[config.mk]
export PLATFORM = sky130hd
export DESIGN_NAME = integer_set_table_unit
export DESIGN_NICKNAME = d
export VERILOG_FILES = /design/src/rtl/ist_pkg.sv /design/src/rtl/integer_set_table_unit.sv
export SDC_FILE = /design/constraint.sdc
export NUM_CORES = 1
export LEC_CHECK = 0
export BUFFER_PORTS_ARGS = -buffer_cell sky130_fd_sc_hd__buf_2
export CORE_ASPECT_RATIO = 0.8
export CORE_MARGIN = 5
export CORE_UTILIZATION = 62
export CTS_CLUSTER_DIAMETER = 120
export DETAILED_ROUTE_END_ITERATION = 12
export PLACE_DENSITY = 0.77
export SLEW_MARGIN = 40
export SYNTH_ARGS = -nofsm -noshare
export SYNTH_HDL_FRONTEND = slang
export SYNTH_SLANG_ARGS = --single-unit
[constraint.sdc]
create_clock -name clk -period 4.2 [get_ports clk]
set_clock_uncertainty 0.05 [all_clocks]
set_input_delay 0.21 -clock clk [delete_from_list [all_inputs] [get_ports clk]]
set_output_delay 0.21 -clock clk [all_outputs]
set_load 0.02 [all_outputs]
[src/rtl/ist_pkg.sv]
// Package for the integer set table: operation codes and default sizing.
// Used by integer_set_table_unit; depends on nothing else.
package ist_pkg;

  localparam int IST_CAPACITY = 16;
  localparam int IST_VALUE_W = 32;
  localparam int IST_COUNT_OUT_W = 5;

  typedef enum logic [1:0] {
    OP_FIND   = 2'd0,
    OP_INSERT = 2'd1,
    OP_ERASE  = 2'd2,
    OP_CLEAR  = 2'd3
  } ist_op_t;

endpackage

[src/rtl/integer_set_table_unit.sv]
// Integer set table: a packed table of distinct 32-bit values with an entry count,
// scanned and compacted one entry per cycle through a memory with separate read and write ports.
// Depends on ist_pkg.
//
//   channel  direction  tdata                         tuser
//   in_      slave      [31:0] value                  [1:0] mode
//   out_     master     [0] success, [1] full_reject, none
//                       [6:2] entry_count, [7] is_empty
//
// Clear goes straight to its result item. Find and insert read the entries in order
// until a match is found or the entry count is reached.
// Erase with a match then compacts the table, moving each later entry down one place.
// The memory read port delivers one entry per cycle to the scan and the compaction.
// Reset clears the state, the count and the pending flag; the memory keeps no reset value.
// in_tready is low from acceptance until the result item is taken on out_.

module integer_set_table_unit
  import ist_pkg::*;
#(
  parameter int CAPACITY = IST_CAPACITY
) (
  input  logic                   clk,
  input  logic                   rst_n,
  input  logic                   in_tvalid,
  output logic                   in_tready,
  input  logic [IST_VALUE_W-1:0] in_tdata,   // [31:0] value
  input  logic [1:0]             in_tuser,   // [1:0] mode
  output logic                   out_tvalid,
  input  logic                   out_tready,
  output logic [7:0]             out_tdata   // success, full_reject, entry_count, is_empty
);

  localparam int CW = $clog2(CAPACITY + 1);
  localparam int AW = $clog2(CAPACITY);

  typedef enum logic [1:0] {
    ST_IDLE,
    ST_SCAN,
    ST_SHIFT,
    ST_RESP
  } state_t;

  state_t                 state_r, state_nxt;
  logic [CW-1:0]          count_r, count_nxt;
  logic [CW-1:0]          idx_r, idx_nxt;
  logic                   pend_r, pend_nxt;
  logic [AW-1:0]          pend_idx_r, pend_idx_nxt;
  logic [AW-1:0]          wr_idx_r, wr_idx_nxt;
  logic [IST_VALUE_W-1:0] key_r, key_nxt;
  ist_op_t                op_r, op_nxt;
  logic                   succ_r, succ_nxt;
  logic                   rej_r, rej_nxt;

  logic [IST_VALUE_W-1:0] mem [CAPACITY];
  logic [IST_VALUE_W-1:0] rd_data_r;
  logic [AW-1:0]          rd_addr;
  logic                   we;
  logic [AW-1:0]          wa;
  logic [IST_VALUE_W-1:0] wd;
  logic                   hit;

  assign in_tready  = (state_r == ST_IDLE);
  assign out_tvalid = (state_r == ST_RESP);
  assign out_tdata  = {(count_r == '0), IST_COUNT_OUT_W'(count_r), rej_r, succ_r};
  assign hit        = pend_r && (rd_data_r == key_r);

  always_ff @(posedge clk) begin
    if (we) begin
      mem[wa] <= wd;
    end
    rd_data_r <= mem[rd_addr];
  end

  always_comb begin
    state_nxt    = state_r;
    count_nxt    = count_r;
    idx_nxt      = idx_r;
    pend_nxt     = pend_r;
    pend_idx_nxt = pend_idx_r;
    wr_idx_nxt   = wr_idx_r;
    key_nxt      = key_r;
    op_nxt       = op_r;
    succ_nxt     = succ_r;
    rej_nxt      = rej_r;
    rd_addr      = idx_r[AW-1:0];
    we           = 1'b0;
    wa           = wr_idx_r;
    wd           = rd_data_r;
    case (state_r)
      ST_IDLE: begin
        rd_addr = '0;
        if (in_tvalid) begin
          key_nxt = in_tdata;
          op_nxt  = ist_op_t'(in_tuser);
          rej_nxt = 1'b0;
          if (ist_op_t'(in_tuser) == OP_CLEAR) begin
            count_nxt = '0;
            succ_nxt  = 1'b1;
            state_nxt = ST_RESP;
          end else begin
            idx_nxt      = CW'(1);
            pend_nxt     = (count_r != '0);
            pend_idx_nxt = '0;
            state_nxt    = ST_SCAN;
          end
        end
      end
      ST_SCAN: begin
        if (hit || !pend_r) begin
          state_nxt = ST_RESP;
          succ_nxt  = 1'b0;
          rej_nxt   = 1'b0;
          case (op_r)
            OP_FIND: begin
              succ_nxt = hit;
            end
            OP_INSERT: begin
              if (!hit) begin
                if (count_r == CW'(CAPACITY)) begin
                  rej_nxt = 1'b1;
                end else begin
                  we        = 1'b1;
                  wa        = count_r[AW-1:0];
                  wd        = key_r;
                  count_nxt = count_r + CW'(1);
                  succ_nxt  = 1'b1;
                end
              end
            end
            OP_ERASE: begin
              if (hit) begin
                succ_nxt   = 1'b1;
                wr_idx_nxt = pend_idx_r;
                idx_nxt    = CW'(pend_idx_r) + CW'(1);
                pend_nxt   = 1'b0;
                state_nxt  = ST_SHIFT;
              end
            end
            default: begin
              succ_nxt  = 1'b1;
              count_nxt = '0;
            end
          endcase
        end else begin
          pend_nxt     = (idx_r < count_r);
          pend_idx_nxt = idx_r[AW-1:0];
          idx_nxt      = idx_r + CW'(1);
        end
      end
      ST_SHIFT: begin
        if (pend_r) begin
          we         = 1'b1;
          wa         = wr_idx_r;
          wd         = rd_data_r;
          wr_idx_nxt = wr_idx_r + AW'(1);
        end
        if (idx_r < count_r) begin
          pend_nxt = 1'b1;
          idx_nxt  = idx_r + CW'(1);
        end else begin
          pend_nxt = 1'b0;
          if (!pend_r) begin
            count_nxt = count_r - CW'(1);
            state_nxt = ST_RESP;
          end
        end
      end
      ST_RESP: begin
        if (out_tready) begin
          state_nxt = ST_IDLE;
        end
      end
      default: begin
        state_nxt = ST_IDLE;
      end
    endcase
  end

  always_ff @(posedge clk) begin
    if (!rst_n) begin
      state_r <= ST_IDLE;
      count_r <= '0;
      pend_r  <= 1'b0;
    end else begin
      state_r <= state_nxt;
      count_r <= count_nxt;
      pend_r  <= pend_nxt;
    end
    idx_r      <= idx_nxt;
    pend_idx_r <= pend_idx_nxt;
    wr_idx_r   <= wr_idx_nxt;
    key_r      <= key_nxt;
    op_r       <= op_nxt;
    succ_r     <= succ_nxt;
    rej_r      <= rej_nxt;
  end

`ifndef SYNTHESIS
  a_count_bound: assert property (@(posedge clk) disable iff (!rst_n)
    count_r <= CW'(CAPACITY))
    else $error("entry count above capacity");

  a_reject_full: assert property (@(posedge clk) disable iff (!rst_n)
    (out_tvalid && rej_r) |-> (count_r == CW'(CAPACITY) && !succ_r))
    else $error("insert rejected while table not full");

  a_count_step: assert property (@(posedge clk) disable iff (!rst_n)
    (state_r == ST_SCAN || state_r == ST_SHIFT) |=>
      (count_r == $past(count_r) || count_r == $past(count_r) + CW'(1) ||
       count_r == $past(count_r) - CW'(1)))
    else $error("entry count changed by more than one during an operation");

  a_insert_grow: assert property (@(posedge clk) disable iff (!rst_n)
    (state_r == ST_SCAN && state_nxt == ST_RESP && op_r == OP_INSERT && succ_nxt) |=>
      (count_r == $past(count_r) + CW'(1)))
    else $error("successful insert did not grow the table");
`endif

endmodule

==> run summary <==
Final WS setup = 0.634 ns
Gpl congestion = 0.866
DRT Pass-1 Iters = 5
WL final = 59300 µm
CTS tree = done
Worst-skew pair later-pin latency = 0.60 ns
Floorplan row count = 64
Leak = 9.34 nW
Arr. time, crit path = 3.78 ns
Final worst path period need = 3.57 ns
Core area = 38400 µm²
IO Count = 48
Slowest stage delay, CP = 0.65 ns
Vias in the first global route = 14100
Combinational Power Share = 0.311
Initial DRC count = 1684
Number of distinct library cells after synthesis = 57
Die area = 43100 µm²
Top cell type's share of synthesized area = 0.696
First-pass GRT wire length = 88500 µm
Post-DP HPWL = 35100 µm
Final Non-Filler Cells = 2207
Root Buffer = clkbuf_16
Achievable frequency = 280 MHz
Cell Pwr Density = 690 nW/µm²
Crit. End Element = flip-flop
Cell taking the most area after synthesis = edfxtp_1
Post-synth ARST share = 0
Final setup vio count = 0
Resized cells post-CTS = 0
Main synth FF type = edfxtp_1
Post-synth EDFFs = 561
Commonest cells post-synth = edfxtp_1 (561), nand2_1 (182), mux2_2 (129)
Pre-CTS setup slack = 0.639 ns
Clk slew on worst S/H paths = 0.06 ns
Vias = 14500
Crit-path max FO = 18
Fillers = 2390
Switching power = 6.39 mW
CP Launch Type = flip-flop
R2r setup slk = 0.63 ns
Max transition margin = 0.482
Sequential power share = 0.436
Die X = 231 µm
Crit Path Class = reg2reg
Ys Warns = 0
Remaining DRCs = 0
Max cap viols = 0
Placed insts = 2067
Status = completed
Area Overhead vs Synth = 13.2%
Top-count cell post-synth = edfxtp_1
Crit-path cells = inv_1, ha_1, and2b_1, and2_1, and3_2, a32oi_1, nor2_1, nand2_1, nor2_4, buf_4
Critical Path RT = 4.42 ns
Layout cell share with drive strength beyond 1 = 0.197
Util after Layout = 0.713
# port buffers = 47
Mapped Cells = 1580
Max H-tree Level = 2
RSZ-0062 raised after global routing = false
Initial Util = 0.630
Max Root-Sink Buffers = 3
Crit path max-delay cell type = nor2_4
Clk sinks = 601
Mapped cell area = 24200 µm²
Post-route ant nets = 0
GRT Total Usage = 0.271
Avg Synthesized Cell Area = 15.3 µm²
Post-Syn Nets = 1632
Post-synthesis register bit count = 601
Register area share after synthesis = 0.729
Clock Power Share = 0.253
Via density per instance = 6.57
Final Power = 18.9 mW
Nets = 1718
Post-CTS Setup Bufs = 0
Worst Tran Pin Value = 0.777 ns
Final hold vios = 0
Drt wl/cell = 26.9 µm
Slew Viols, Final = 0
Top cells by area, synth = edfxtp_1 (70%), mux2_2 (6.0%), dfxtp_1 (3.3%), mux2i_1 (2.9%), nand2_1 (2.8%)
Overflow after GRT = 0
Initial antenna violation count = 1
Worst min path class = in2reg
Die Y = 187 µm
Pin count of the biggest net entering global routing = 72
Max rail drop VDD = 583 µV
Number of CTS-inserted buffers = 55
Sw Share = 0.338
Antenna Cells = 0
Setup TNS Final = 0 ns
Fin crit share = 0.849
Int Pwr = 12.5 mW
-- layout by cell type (no fill, tap or decap), drive strengths merged, types with 3 or more instances in the layout --
| cell | instances |
|---|---|
| xnor2 | 38 |
| nor2 | 33 |
| dfxtp | 40 |
| inv | 18 |
| nor3 | 6 |
| mux2i | 69 |
| a21oi | 112 |
| a32o | 34 |
| xor2 | 3 |
| a22oi | 3 |
| nand2 | 183 |
| dlygate4sd3 | 37 |
| clkbuf | 68 |
| a221oi | 66 |
| nor4 | 3 |
| a31oi | 4 |
| o21ai | 106 |
| bufinv | 4 |
| and2 | 4 |
| edfxtp | 561 |
| a311oi | 3 |
| ha | 14 |
| clkinv | 30 |
| mux2 | 129 |
| a21o | 3 |
| nand3 | 11 |
| buf | 91 |
| nand4 | 12 |
-- metrics by stage --
step | hold WS [ns] | area (µm²)
2_1_floorplan | 0.259 | 24200
3_3_place_gp | 0.336 | 25300
3_5_place_dp | 0.338 | 25300
4_1_cts | 0.0504 | 27400
5_1_grt | 0.0905 | 27400
6_report | 0.0746 | 27400
-- power groups by stage --
stage | Combinational [mW] | Clock, mW | Sequential [mW]
finish | 5.88 | 4.78 | 8.24
global route | 6.25 | 5.11 | 8.27
CTS | 5.78 | 4.82 | 8.23
detailed placement | 5.71 | 0 | 8.35
global placement | 5.48 | 0 | 8.33
floorplan | 3.80 | 0 | 8.16
-- area by class of cell --
type / count / area [µm²] / area share
clock inverters: 35 / 273 / 0.00995
repair buffers: 128 / 1100 / 0.0403
multi-input cells: 863 / 6270 / 0.229
clock buffers: 68 / 1440 / 0.0524
inverters: 17 / 63.8 / 0.00233
flip-flops and latches: 601 / 17600 / 0.644
well taps: 495 / 619 / 0.0226
-- kinds of logic after synthesis --
| kind of cell | share of synthesized area |
|---|---|
| flops | 0.729 |
| mux | 0.0885 |
| compound gates | 0.0933 |
| simple gates | 0.0469 |
| buf+inv | 0.0205 |
| fa+ha+maj | 0.00723 |
| xor+xnor | 0.0148 |
-- path summary, 6_finish.rpt --
path	end	depth (start not counted)	startpoint
max reg2reg	mem[15][28]$_DFFE_PP_	10	state_r[1]$_SDFFE_PN0P_
max	mem[15][28]$_DFFE_PP_	10	state_r[1]$_SDFFE_PN0P_
min	rej_r$_SDFFCE_PN0P_	3	in_tvalid
min reg2reg	count_r[4]$_SDFFE_PN0P_	2	count_r[4]$_SDFFE_PN0P_
-- critical path, delay by kind of cell (launching register included) --
| kind | cells | cell delay, ns |
|---|---|---|
| fa+ha+maj | 1 | 0.43 |
| flops | 1 | 0.35 |
| compound gates | 1 | 0.08 |
| simple gates | 6 | 1.84 |
| buf+inv | 2 | 0.50 |
-- sequential cells by signal (all words and copies together) (netlist names) --
signal,count
count_r,5
idx_r,5
key_r,32
mem,512
op_r,2
pend_idx_r,4
pend_r,1
rd_data_r,32
rej_r,1
state_r,2
succ_r,1
wr_idx_r,4
-- routing by layer --
metal  global-route usage  wire length (µm)  vias to the layer above
met5                    0                13                        -
met4               0.0798              1940                        2
met3               0.0697              6620                      128
met2                0.431             28100                      874
met1                0.378             22700                     7189
li1                     -                 -                     6302
-- repair_timing --
item	4_1_cts	5_1_grt
endpoints found under the hold margin	42	0
hold buffers	37	0
setup endpoints to repair	0	0
Note: power is estimated with default switching activity, not from simulation.
